--- src/design/b32d_pkg.sv ---
// ---------------------------------------------------------------------------
// b32d_pkg - shared types and helpers of the base32 stream decoder
// Character tables, status codes and the job word passed from front to back.
// ---------------------------------------------------------------------------
package b32d_pkg;

    localparam int DEFAULT_POSITION_WIDTH = 20;
    localparam int DEFAULT_QUEUE_DEPTH    = 4;

    localparam int ACC_W       = 40;
    localparam int GROUP_BYTES = 5;

    localparam logic [7:0] CHAR_PAD  = 8'h3D;
    localparam logic [7:0] CHAR_DASH = 8'h2D;
    localparam logic [7:0] BAD_VALUE = 8'hFF;

    localparam logic KIND_DATA   = 1'b0;
    localparam logic KIND_STATUS = 1'b1;

    typedef enum logic [1:0] {
        ST_OK      = 2'd0,
        ST_LENGTH  = 2'd1,
        ST_PADDING = 2'd2,
        ST_ILLEGAL = 2'd3
    } status_t;

    // one job: up to five bytes (left aligned) and optionally the status word
    typedef struct packed {
        logic [ACC_W-1:0] data;
        logic [2:0]       nbytes;
        logic             fin;
        status_t          status;
        logic [7:0]       code;
    } job_t;

    function automatic logic [7:0] rfc_value(input logic [7:0] c);
        logic [7:0] v;
        v = BAD_VALUE;
        if (c >= 8'h41 && c <= 8'h5A) begin
            v = c - 8'h41;
        end else if (c >= 8'h61 && c <= 8'h7A) begin
            v = c - 8'h61;
        end else if (c >= 8'h32 && c <= 8'h37) begin
            v = c - 8'h32 + 8'd26;
        end
        return v;
    endfunction

    function automatic logic [7:0] crock_letter(input logic [4:0] idx);
        logic [7:0] v;
        unique case (idx)
            5'd0:  v = 8'd10;
            5'd1:  v = 8'd11;
            5'd2:  v = 8'd12;
            5'd3:  v = 8'd13;
            5'd4:  v = 8'd14;
            5'd5:  v = 8'd15;
            5'd6:  v = 8'd16;
            5'd7:  v = 8'd17;
            5'd8:  v = 8'd1;
            5'd9:  v = 8'd18;
            5'd10: v = 8'd19;
            5'd11: v = 8'd1;
            5'd12: v = 8'd20;
            5'd13: v = 8'd21;
            5'd14: v = 8'd0;
            5'd15: v = 8'd22;
            5'd16: v = 8'd23;
            5'd17: v = 8'd24;
            5'd18: v = 8'd25;
            5'd19: v = 8'd26;
            5'd20: v = BAD_VALUE;
            5'd21: v = 8'd27;
            5'd22: v = 8'd28;
            5'd23: v = 8'd29;
            5'd24: v = 8'd30;
            5'd25: v = 8'd31;
            default: v = BAD_VALUE;
        endcase
        return v;
    endfunction

    function automatic logic [7:0] crock_value(input logic [7:0] c);
        logic [7:0] v;
        logic [7:0] off;
        v   = BAD_VALUE;
        off = 8'd0;
        if (c >= 8'h30 && c <= 8'h39) begin
            v = c - 8'h30;
        end else if (c >= 8'h41 && c <= 8'h5A) begin
            off = c - 8'h41;
            v   = crock_letter(off[4:0]);
        end else if (c >= 8'h61 && c <= 8'h7A) begin
            off = c - 8'h61;
            v   = crock_letter(off[4:0]);
        end
        return v;
    endfunction

endpackage

--- src/design/b32d_queue.sv ---
// ---------------------------------------------------------------------------
// b32d_queue - short job queue
// Register based first-in first-out buffer between the front and back parts.
// ---------------------------------------------------------------------------
module b32d_queue #(
    parameter int WIDTH = 8,
    parameter int DEPTH = 4
) (
    input  logic             aclk,
    input  logic             aresetn,
    input  logic             push,
    input  logic [WIDTH-1:0] push_data,
    output logic             full,
    input  logic             pop,
    output logic             head_valid,
    output logic [WIDTH-1:0] head_data
);
    localparam int PTR_W = (DEPTH > 1) ? $clog2(DEPTH) : 1;
    localparam int CNT_W = $clog2(DEPTH + 1);

    logic [WIDTH-1:0] mem [DEPTH];
    logic [PTR_W-1:0] wptr_reg, wptr_next;
    logic [PTR_W-1:0] rptr_reg, rptr_next;
    logic [CNT_W-1:0] count_reg, count_next;

    assign full       = (count_reg == CNT_W'(DEPTH));
    assign head_valid = (count_reg != '0);
    assign head_data  = mem[rptr_reg];

    always_comb begin
        wptr_next  = wptr_reg;
        rptr_next  = rptr_reg;
        count_next = count_reg;
        if (push) begin
            wptr_next = (wptr_reg == PTR_W'(DEPTH - 1)) ? '0 : wptr_reg + PTR_W'(1);
        end
        if (pop) begin
            rptr_next = (rptr_reg == PTR_W'(DEPTH - 1)) ? '0 : rptr_reg + PTR_W'(1);
        end
        if (push && !pop) begin
            count_next = count_reg + CNT_W'(1);
        end else if (pop && !push) begin
            count_next = count_reg - CNT_W'(1);
        end
    end

    always_ff @(posedge aclk) begin
        if (!aresetn) begin
            wptr_reg  <= '0;
            rptr_reg  <= '0;
            count_reg <= '0;
        end else begin
            wptr_reg  <= wptr_next;
            rptr_reg  <= rptr_next;
            count_reg <= count_next;
        end
    end

    always_ff @(posedge aclk) begin
        if (push) begin
            mem[wptr_reg] <= push_data;
        end
    end

endmodule

--- src/design/b32d_front.sv ---
// ---------------------------------------------------------------------------
// b32d_front - character intake and classification
// Decodes each character, tracks padding, length and errors, and packs
// completed groups, flushes and end status into jobs.
// ---------------------------------------------------------------------------
module b32d_front #(
    parameter int POSITION_WIDTH = 20
) (
    input  logic                      aclk,
    input  logic                      aresetn,
    input  logic                      cfg_valid,
    input  logic                      cfg_data,
    input  logic                      s_valid,
    output logic                      s_ready,
    input  logic [7:0]                s_char_code,
    input  logic                      s_final_char,
    input  logic                      queue_full,
    output logic                      job_push,
    output b32d_pkg::job_t            job,
    output logic [POSITION_WIDTH-1:0] job_pos
);
    import b32d_pkg::*;

    logic                      mode_reg;
    logic [ACC_W-1:0]          acc_reg, acc_next;
    logic [5:0]                cnt_reg, cnt_next;
    logic [POSITION_WIDTH-1:0] pos_reg, pos_next;
    logic [2:0]                phase_reg, phase_next;
    logic [2:0]                pad_len_reg, pad_len_next;
    logic [POSITION_WIDTH-1:0] pad_start_reg, pad_start_next;
    logic                      ill_reg, ill_next;
    logic [POSITION_WIDTH-1:0] ill_pos_reg, ill_pos_next;
    logic [7:0]                ill_code_reg, ill_code_next;

    logic             take;
    logic [7:0]       val;
    logic             group;
    logic [ACC_W-1:0] acc_v;
    logic [5:0]       cnt_v;
    logic [5:0]       shift;
    status_t          status;
    logic             accept;

    assign s_ready = !queue_full;
    assign accept  = s_valid && s_ready;

    always_comb begin
        pos_next       = (pos_reg != '1) ? pos_reg + POSITION_WIDTH'(1) : pos_reg;
        phase_next     = phase_reg + 3'd1;
        pad_len_next   = pad_len_reg;
        pad_start_next = pad_start_reg;
        ill_next       = ill_reg;
        ill_pos_next   = ill_pos_reg;
        ill_code_next  = ill_code_reg;
        acc_v          = acc_reg;
        cnt_v          = cnt_reg;
        take           = 1'b0;
        val            = BAD_VALUE;
        group          = 1'b0;

        if (!mode_reg) begin
            if (s_char_code == CHAR_PAD) begin
                if (pad_len_reg == 3'd0) begin
                    pad_start_next = pos_next;
                end
                if (pad_len_reg != 3'd7) begin
                    pad_len_next = pad_len_reg + 3'd1;
                end
            end else begin
                // interrupted pad run: the run's first pad is the culprit
                if (pad_len_reg != 3'd0) begin
                    if (!ill_next) begin
                        ill_next      = 1'b1;
                        ill_pos_next  = pad_start_reg;
                        ill_code_next = CHAR_PAD;
                    end
                    pad_len_next = 3'd0;
                end
                take = 1'b1;
                val  = rfc_value(s_char_code);
            end
        end else if (s_char_code != CHAR_DASH) begin
            take = 1'b1;
            val  = crock_value(s_char_code);
        end

        if (take) begin
            if (val == BAD_VALUE) begin
                if (!ill_next) begin
                    ill_next      = 1'b1;
                    ill_pos_next  = pos_next;
                    ill_code_next = s_char_code;
                end
            end else if (!ill_next) begin
                acc_v = {acc_reg[ACC_W-6:0], val[4:0]};
                cnt_v = cnt_reg + 6'd5;
                group = (cnt_v == 6'(ACC_W));
            end
        end

        status = ST_OK;
        if (s_final_char) begin
            if (!mode_reg && phase_next != 3'd0) begin
                status = ST_LENGTH;
            end else if (!mode_reg && (pad_len_next == 3'd2 || pad_len_next == 3'd5 ||
                                       pad_len_next == 3'd7)) begin
                status = ST_PADDING;
            end else if (ill_next) begin
                status = ST_ILLEGAL;
            end
        end

        acc_next = group ? '0 : acc_v;
        cnt_next = group ? '0 : cnt_v;

        shift       = 6'(ACC_W) - cnt_v;
        job.data    = acc_v;
        job.nbytes  = 3'd0;
        job.fin     = s_final_char;
        job.status  = status;
        job.code    = (status == ST_ILLEGAL) ? ill_code_next : 8'd0;
        job_pos     = (status == ST_ILLEGAL) ? ill_pos_next : '0;
        if (group) begin
            if (!s_final_char || status == ST_OK) begin
                job.nbytes = 3'(GROUP_BYTES);
            end
        end else if (s_final_char && status == ST_OK && !ill_next) begin
            // left align the remaining bits, whole bytes only
            job.data   = acc_v << shift;
            job.nbytes = cnt_v[5:3];
        end

        job_push = accept && (job.nbytes != 3'd0 || s_final_char);
    end

    always_ff @(posedge aclk) begin
        if (!aresetn) begin
            mode_reg      <= 1'b0;
            acc_reg       <= '0;
            cnt_reg       <= '0;
            pos_reg       <= '0;
            phase_reg     <= '0;
            pad_len_reg   <= '0;
            pad_start_reg <= '0;
            ill_reg       <= 1'b0;
            ill_pos_reg   <= '0;
            ill_code_reg  <= '0;
        end else begin
            if (cfg_valid) begin
                mode_reg <= cfg_data;
            end
            if (accept) begin
                if (s_final_char) begin
                    acc_reg       <= '0;
                    cnt_reg       <= '0;
                    pos_reg       <= '0;
                    phase_reg     <= '0;
                    pad_len_reg   <= '0;
                    pad_start_reg <= '0;
                    ill_reg       <= 1'b0;
                    ill_pos_reg   <= '0;
                    ill_code_reg  <= '0;
                end else begin
                    acc_reg       <= acc_next;
                    cnt_reg       <= cnt_next;
                    pos_reg       <= pos_next;
                    phase_reg     <= phase_next;
                    pad_len_reg   <= pad_len_next;
                    pad_start_reg <= pad_start_next;
                    ill_reg       <= ill_next;
                    ill_pos_reg   <= ill_pos_next;
                    ill_code_reg  <= ill_code_next;
                end
            end
        end
    end

endmodule

--- src/design/b32d_back.sv ---
// ---------------------------------------------------------------------------
// b32d_back - result sequencer
// Walks the head job byte by byte, then, for a job that ends a string, its
// status word, into an output register.
// ---------------------------------------------------------------------------
module b32d_back #(
    parameter int POSITION_WIDTH = 20
) (
    input  logic                      aclk,
    input  logic                      aresetn,
    input  logic                      head_valid,
    input  b32d_pkg::job_t            head,
    input  logic [POSITION_WIDTH-1:0] head_pos,
    output logic                      pop,
    output logic                      m_valid,
    input  logic                      m_ready,
    output logic                      m_item_kind,
    output logic [7:0]                m_data_byte,
    output logic [1:0]                m_status_code,
    output logic [POSITION_WIDTH-1:0] m_error_position,
    output logic [7:0]                m_error_char,
    output logic                      m_last_result
);
    import b32d_pkg::*;

    logic [2:0]                idx_reg;
    logic                      m_valid_reg;
    logic                      kind_reg;
    logic [7:0]                byte_reg;
    logic [1:0]                status_reg;
    logic [POSITION_WIDTH-1:0] epos_reg;
    logic [7:0]                echar_reg;
    logic                      last_reg;

    logic       load;
    logic       is_data;
    logic       last_item;
    logic [7:0] sel_byte;

    assign load    = head_valid && (!m_valid_reg || m_ready);
    assign is_data = (idx_reg < head.nbytes);
    assign last_item = head.fin ? (idx_reg == head.nbytes)
                                : (idx_reg == head.nbytes - 3'd1);
    assign pop     = load && last_item;

    always_comb begin
        unique case (idx_reg)
            3'd0:    sel_byte = head.data[39:32];
            3'd1:    sel_byte = head.data[31:24];
            3'd2:    sel_byte = head.data[23:16];
            3'd3:    sel_byte = head.data[15:8];
            3'd4:    sel_byte = head.data[7:0];
            default: sel_byte = 8'd0;
        endcase
    end

    always_ff @(posedge aclk) begin
        if (!aresetn) begin
            idx_reg     <= '0;
            m_valid_reg <= 1'b0;
        end else begin
            if (load) begin
                m_valid_reg <= 1'b1;
                idx_reg     <= last_item ? 3'd0 : idx_reg + 3'd1;
            end else if (m_ready) begin
                m_valid_reg <= 1'b0;
            end
        end
    end

    always_ff @(posedge aclk) begin
        if (load) begin
            if (is_data) begin
                kind_reg   <= KIND_DATA;
                byte_reg   <= sel_byte;
                status_reg <= ST_OK;
                epos_reg   <= '0;
                echar_reg  <= 8'd0;
                last_reg   <= 1'b0;
            end else begin
                kind_reg   <= KIND_STATUS;
                byte_reg   <= 8'd0;
                status_reg <= head.status;
                epos_reg   <= head_pos;
                echar_reg  <= head.code;
                last_reg   <= 1'b1;
            end
        end
    end

    assign m_valid          = m_valid_reg;
    assign m_item_kind      = kind_reg;
    assign m_data_byte      = byte_reg;
    assign m_status_code    = status_reg;
    assign m_error_position = epos_reg;
    assign m_error_char     = echar_reg;
    assign m_last_result    = last_reg;

endmodule

--- src/design/base32_stream_decoder_unit.sv ---
// ---------------------------------------------------------------------------
// base32_stream_decoder_unit - streaming base32 decoder
// RFC 4648 or Crockford alphabet, bytes out most significant first, one
// status word after the last character of each string.
// ---------------------------------------------------------------------------
//  channel   direction  handshake            payload
//  s_*       in         s_valid / s_ready    char_code, final_char
//  m_*       out        m_valid / m_ready    kind, byte, status, position, char
//  cfg_*     in         cfg_valid/cfg_ready  alphabet mode bit
//
// one character a cycle while the job queue has room; a character makes at
// most one job of up to six output words, drained at one word a cycle while m_ready is high
// the first word of a job passes through the queue, then the output register
// synchronous active-low reset clears string state, mode and queue
// a stalled output fills the queue, which then drops s_ready
// ---------------------------------------------------------------------------
module base32_stream_decoder_unit #(
    parameter int POSITION_WIDTH = b32d_pkg::DEFAULT_POSITION_WIDTH,
    parameter int QUEUE_DEPTH    = b32d_pkg::DEFAULT_QUEUE_DEPTH
) (
    input  logic                      aclk,
    input  logic                      aresetn,
    input  logic                      cfg_valid,
    output logic                      cfg_ready,
    input  logic                      cfg_data,
    input  logic                      s_valid,
    output logic                      s_ready,
    input  logic [7:0]                s_char_code,
    input  logic                      s_final_char,
    output logic                      m_valid,
    input  logic                      m_ready,
    output logic                      m_item_kind,
    output logic [7:0]                m_data_byte,
    output logic [1:0]                m_status_code,
    output logic [POSITION_WIDTH-1:0] m_error_position,
    output logic [7:0]                m_error_char,
    output logic                      m_last_result
);
    import b32d_pkg::*;

    localparam int JOB_W = $bits(job_t);
    localparam int Q_W   = JOB_W + POSITION_WIDTH;

    logic                      queue_full;
    logic                      job_push;
    job_t                      job;
    logic [POSITION_WIDTH-1:0] job_pos;
    logic                      head_valid;
    logic [Q_W-1:0]            head_word;
    job_t                      head;
    logic [POSITION_WIDTH-1:0] head_pos;
    logic                      pop;

    assign cfg_ready = 1'b1;

    b32d_front #(
        .POSITION_WIDTH(POSITION_WIDTH)
    ) u_front (
        .aclk        (aclk),
        .aresetn     (aresetn),
        .cfg_valid   (cfg_valid),
        .cfg_data    (cfg_data),
        .s_valid     (s_valid),
        .s_ready     (s_ready),
        .s_char_code (s_char_code),
        .s_final_char(s_final_char),
        .queue_full  (queue_full),
        .job_push    (job_push),
        .job         (job),
        .job_pos     (job_pos)
    );

    b32d_queue #(
        .WIDTH(Q_W),
        .DEPTH(QUEUE_DEPTH)
    ) u_queue (
        .aclk      (aclk),
        .aresetn   (aresetn),
        .push      (job_push),
        .push_data ({job, job_pos}),
        .full      (queue_full),
        .pop       (pop),
        .head_valid(head_valid),
        .head_data (head_word)
    );

    assign head     = head_word[Q_W-1:POSITION_WIDTH];
    assign head_pos = head_word[POSITION_WIDTH-1:0];

    b32d_back #(
        .POSITION_WIDTH(POSITION_WIDTH)
    ) u_back (
        .aclk            (aclk),
        .aresetn         (aresetn),
        .head_valid      (head_valid),
        .head            (head),
        .head_pos        (head_pos),
        .pop             (pop),
        .m_valid         (m_valid),
        .m_ready         (m_ready),
        .m_item_kind     (m_item_kind),
        .m_data_byte     (m_data_byte),
        .m_status_code   (m_status_code),
        .m_error_position(m_error_position),
        .m_error_char    (m_error_char),
        .m_last_result   (m_last_result)
    );

endmodule
--- config.mk ---
export PLATFORM = sky130hd
export DESIGN_NAME = base32_stream_decoder_unit
export DESIGN_NICKNAME = d
export VERILOG_FILES = /design/src/design/b32d_pkg.sv /design/src/design/b32d_queue.sv /design/src/design/b32d_front.sv /design/src/design/b32d_back.sv /design/src/design/base32_stream_decoder_unit.sv
export SDC_FILE = /design/constraint.sdc
export NUM_CORES = 1
export LEC_CHECK = 0
export BUFFER_PORTS_ARGS = -buffer_cell sky130_fd_sc_hd__buf_4
export CELL_PAD_IN_SITES_DETAIL_PLACEMENT = 1
export CELL_PAD_IN_SITES_GLOBAL_PLACEMENT = 1
export CORE_ASPECT_RATIO = 0.6
export CORE_UTILIZATION = 52
export DETAILED_ROUTE_END_ITERATION = 8
export PLACE_DENSITY = 0.79
export SYNTH_ARGS = -nofsm -noshare
export SYNTH_HDL_FRONTEND = slang
export SYNTH_HIERARCHICAL = 1
export SYNTH_SLANG_ARGS = --single-unit
export TNS_END_PERCENT = 100
--- constraint.sdc ---
create_clock -name aclk -period 7 [get_ports aclk]
set_clock_uncertainty 0.15 [all_clocks]
set_input_delay 0.35 -clock aclk [delete_from_list [all_inputs] [get_ports aclk]]
set_output_delay 0.35 -clock aclk [all_outputs]
set_load 0.05 [all_outputs]
## After elaboration in Yosys (flattened, before gate mapping)

Memory sizes are Yosys's and may differ from the RTL's. A register that Yosys moved wholly into a read port is not among the register bits.
Cells that the tools add are included.

- Shift-type cells: 1
- Multiplexer cells: 83
- Reductions and logical operators: 38
- Add/sub/neg operators: 16
- Eq/ne operators: 20
- $lt $le $gt $ge: 9

Operator list:

| operator | count |
|---|---|
| two-way mux 20 bit | 15 |
| two-way mux 40 bit | 6 |
| two-way mux 8 bit | 18 |
| two-way mux 43 bit | 1 |
| case mux 8 bit (5 select lines) | 1 |
| << shifter 40 x 6 -> 40 bit | 1 |
| two-way mux 3 bit | 11 |
| two-way mux 6 bit | 5 |
| adder 20 x 1 -> 20 bit (second input constant) | 1 |
| != test 20 bit (second input constant) | 1 |
| two-way mux 1 bit | 18 |
| greater-or-equal comparator 8 x 6 -> 1 bit (second input constant) | 2 |
| greater-or-equal comparator 8 x 7 -> 1 bit (second input constant) | 2 |
| less-or-equal comparator 8 x 6 -> 1 bit (second input constant) | 2 |
| less-or-equal comparator 8 x 7 -> 1 bit (second input constant) | 2 |
| two-way mux 2 bit | 8 |
| subtractor 8 x 6 -> 8 bit (second input constant) | 2 |
| subtractor 8 x 7 -> 8 bit (second input constant) | 2 |
| logical AND 1 bit | 14 |
| adder 3 x 1 -> 3 bit (second input constant) | 4 |
| == test 3 bit (second input constant) | 4 |
| nonzero test 3 bit | 4 |
| == test 3 x 2 -> 1 bit (second input constant) | 3 |
| adder 8 x 5 -> 8 bit (second input constant) | 1 |
| other kinds (20) | 39 |

- Output and inout bits: 43
- Memory bits (read-only): 512
- Bits in writable memories: 296
- Memories kept: 3
- Register bits: 172
- Word-level logic and storage cells: 190
- Bits of input ports: 15

Memories:

| memory | depth | width | rd ports | clocked after Yosys merged registers in | wr ports | RTL line | text |
|---|---|---|---|---|---|---|---|
| u_queue.mem | 4 | 74 | 1 | 1 | 1 | b32d_queue.sv:21 | `logic [WIDTH-1:0] mem [DEPTH];` |
| (no name shown) | 32 | 8 | 1 | 0 | 0 | b32d_pkg.sv:51 | `unique case (idx)` |
| (no name shown) | 32 | 8 | 1 | 0 | 0 | b32d_pkg.sv:51 |  |

## Logic depth before layout (Yosys ltp)

- Depth after elaboration: 26
- Depth in mapped cells: 26
- Mapped depth without buffers: 19

## By module

Netlist, hierarchy kept.

By module, submodules not included:

| module | sequential area each (um2) | area each (um2) | instances | cells an instance |
|---|---|---|---|---|
| b32d_front | 2442.3 | 11305.8 | 1 | 1427 |
| b32d_queue | 9068.7 | 11139.4 | 1 | 430 |
| b32d_back | 1251.2 | 2029.4 | 1 | 156 |
| base32_stream_decoder_unit | 0.0 | 11.3 | 1 | 2 |

## Least setup slack after synthesis

No wires, ideal clock.

- Kind: input to register
- From: input port s_char_code[1]
- To: memory u_queue/mem[0][51] (netlist name) (data pin)
- Path buffers: 6
- Library setup time: 272 ps
- Path slack: 732 ps
- Arrival time: 5846 ps
- Cell stages on the path: 24
- Data required time: 6578 ps
- Cell sequence: buf_2 clkbuf_1 inv_1 ha_1 clkbuf_1 xor2_2 inv_1 ha_1 or3_1 a311oi_1 o211a_1 a21oi_2 clkbuf_1 buf_1 xnor2_1 ha_1 xnor2_1 xor2_2 buf_6 mux2_1 mux2_1 nor2_1 a211oi_1 a311o_1

RTL lines:

| item | RTL line | text |
|---|---|---|
| start: declaration | base32_stream_decoder_unit.sv:28 | `input logic [7:0] s_char_code,` |
| end: declaration | b32d_queue.sv:21 |  |

==> impl_metrics.py <==
metrics = {
    "power_and_ir_drop": {
        "leakage_nw": 9.27,
        "switchingPower_mw": 3.21,
        "comb_power_share_pct": 33.3,
        "p_seq_share_pct": 39.5,
        "clock_power_share_pct": 27.2,
        "peakVddDrop_mv": 0.212,
        "p_int_mw": 5.48,
        "powerDensity_nw_per_um2": 322,
        "switching_share_pct": 36.9,
    },
    "setup_path": {
        "path_delay_family": "compound AO/OA/AOI/OAI gates",
        "worstSetupPathType": "primary input to flip-flop",
        "r2r_slack_ns": 1.16,
        "required_ns": 7.10,
        "worst_setup_path_start_kind": "primary input",
        "crit_arrival_ns": 6.59,
        "endpoint_kind": "flip-flop",
        "crit_fanout": 20,
        "cp_slowest_cell": "o22ai_1",
        "worst-r2r-cell-count": 16,
        "r2r_end": "u_queue/mem[3][49]",
        "reg2reg_from": "u_front/mode_reg",
        "cp_num_buf_inv": 2,
        "cp_slowest_stage_delay_ns": 0.68,
        "crit_path_cell_trace": "buf_4 > inv_1 > ha_1 > or4b_4 > a311oi_2 > a21oi_2 > or2_4 > a221oi_4 > o211a_1 > a21oi_2 > mux2i_1 > ha_1 > xnor2_2 > xor2_2 > nor2_1 > a21oi_1 > a21oi_1 > a22o_1 > o22ai_1",
    },
    "floorplanning": {
        "start_util_pct": 52.8,
        "chipHeight_um": 170,
        "die_x_um": 282,
        "std_cell_rows": 61,
        "core_area_um2": 46400,
        "dieArea_um2": 48000,
        "ios": 58,
    },
    "clock_tree": {
        "clk_pin_slew_worst_paths_ns": 0.07,
        "numClockSinks": 470,
        "numCtsBuffers": 43,
        "clk_latency_ns": 0.59,
        "cts_tree": "built",
        "clockBufferDepth": 3,
        "post_cts_buffers": 0,
        "cts_root_buffer": "clkbuf_16",
        "htreeDepth": 2,
    },
    "cells_and_area": {
        "area_delta_synth_final_pct": 10.1,
        "multi_input_area_um2": 11000,
        "drive_above_1_share_pct": 17.2,
        "largest_reg_flops": 296,
        "fin_util_pct": 58.1,
        "layoutNonFillerInstCount": 2694,
        "fillerInstances": 4690,
        "final_nets": 2085,
        "seq_area_um2": 12800,
        "final_area_um2": 27000,
    },
    "flow_run": {
        "max-cap-violations": 0,
    },
    "sta": {
        "fmax_mhz": 154,
        "fin_hold_ws_ns": 0.0326,
        "rsz0062_at_grt": "no",
        "fin_setup_tns_ns": 0,
        "max_slew.worst_pin.slew_ns": 1.09,
        "final-setup-viol-count": 0,
        "period_share_pct": 92.7,
        "timing.final.crit_period_ns": 6.49,
        "finalHoldViolCount": 0,
        "finalMaxSlewViolations": 0,
        "slew-limit-headroom_pct": 26.9,
    },
    "drt": {
        "wl_per_cell_um": 29.8,
        "drt_iter0_drc": 2238,
        "antenna_left": 0,
        "num_vias": 17800,
        "wl_um": 80300,
        "post-route-drc-count": 0,
        "viasPerCell": 6.60,
        "dr.pass1.iters": 6,
    },
    "placement": {
        "dp_hpwl_um": 55700,
        "gp_congestion": 0.994,
        "io_buffers": 56,
        "dpl_cell_area_um2": 25500,
        "dp_cells": 2611,
    },
    "logic_synthesis": {
        "ys_seq_area_share_pct": 52.1,
        "synth_area_per_cell_um2": 12.2,
        "yosysUniqueCellTypes": 101,
        "synth_edf_count": 335,
        "async_flop_share_pct": 0,
        "ys_seq_elements": 470,
        "yosys_warnings": 6,
        "syn_inst": 2015,
        "syn_nets": 2071,
        "yosys_most_used_dff": "edfxtp_1",
        "netlist_area_um2": 24500,
    },
    "grt": {
        "antenna_found_initial": 4,
        "grt_max_degree": 102,
        "track_usage_pct": 33.5,
        "grt_pass1_wl_um": 118000,
        "grt_pass1_vias": 17400,
        "gr-total-overflow": 0,
    },
    "hold_path": {
        "hold_path.class": "primary input to flip-flop",
        "hold_path_startpoint": "m_ready",
        "min_to": "u_back/m_valid",
        "holdPathStages": 3,
    },
    "status": {
        "status": "finished clean",
    },
}
[synthesized netlist by cell type (all sizes together) (18+ instances only)]
cell	number	area [um^2]
nor2b	109	682
xor2	18	188
a21boi	30	225
ha	40	500
mux4	107	2410
a22oi	69	518
dfxtp	135	2700
clkbuf	82	309
o22ai	20	125
inv	32	120
and3	29	183
o211ai	21	171
xnor2	24	278
a21oi	96	492
nand2	173	649
mux2i	97	971
buf	63	387
nand3	35	185
o21ai	69	364
edfxtp	335	10100
nor2	112	430
nor3	25	148
a211oi	22	175
and2	57	358
[power groups by stage]
| stage | registers, mW | clock network [mW] | logic (mW) |
|---|---|---|---|
| floorplan | 3.84 | 0 | 1.56 |
| global placement | 3.47 | 0 | 2.72 |
| detailed placement | 3.49 | 0 | 2.79 |
| CTS | 3.43 | 2.39 | 2.83 |
| global route | 3.46 | 2.48 | 3.02 |
| finish | 3.43 | 2.36 | 2.90 |
[tightest hold or removal path, cell delays in order]
cell      delay (ns)
buf_4           0.07
nand2b_2        0.15
a21boi_0        0.12
[layout make-up]
cell class | instances | share of cell area [%]
timing repair buffer | 113 | 3.40
inverter | 33 | 0.460
clock inverter | 20 | 0.738
sequential | 470 | 47.4
multi-input combinational | 1368 | 40.8
clock buffer | 59 | 4.33
tap | 630 | 2.92
antenna | 1 | 0.00929
[metrics by stage]
step	setup WS (ns)	total power [mW]
after floorplan	0.732	5.40
after global placement	0.153	6.19
after detailed placement	-0.225	6.28
after CTS	0.382	8.66
after global routing	0.236	8.96
final	0.508	8.69
[layer usage]
layer | GRT usage, % | share of wire, % | up-vias
li1 | - | - | 7713
met1 | 50.7 | 46 | 9178
met2 | 45.4 | 41 | 778
met3 | 12.5 | 12 | 96
met4 | 6.46 | 1.6 | 4
met5 | 1.85 | 0.16 | -
[repair_timing]
item                       in CTS  in global routing
setup endpoints to repair       0                 20
resized for setup               0                  2
hold buffers                    2                  0
hold endpoints to repair        1                  0
[cell families (layout without fill, tap and decap cells)]
logic type | after synthesis | count (layout) | synth area share [%]
xor gates and xnor gates | 43 | 44 | 1.99
other | 1 | 2 | 0.0153
DFF | 470 | 470 | 52.1
muxes | 217 | 217 | 14.4
adders and majority gates | 41 | 41 | 2.13
and+or+nand+nor | 609 | 609 | 12.8
buffers and inverters | 178 | 225 | 3.35
AOI/OAI and AO/OA | 456 | 456 | 13.2
[worst max path at each step]
stage                   start            endpoint  cells after the start
6_report       s_char_code[1]  u_queue/mem[3][49]                     19
5_1_grt        s_char_code[1]  u_queue/mem[1][73]                     20
4_1_cts        s_char_code[1]  u_queue/mem[3][57]                     19
3_5_place_dp   s_char_code[1]  u_queue/mem[0][73]                     19
3_3_place_gp   s_char_code[1]  u_queue/mem[0][56]                     18
2_1_floorplan  s_char_code[1]  u_queue/mem[0][51]                     24
[layout by cell type (no fill, tap or decap), types with 52 or more instances in the layout]
cell and count:
edfxtp_1 335, nand2_1 172, dfxtp_1 132, nor2b_1 108, nor2_1 108, mux4_2 107, buf_4 106, mux2i_1 97
a21oi_1 93, a22oi_1 69, o21ai_0 58, and2_1 52
Note: power is estimated with default switching activity, not from simulation.
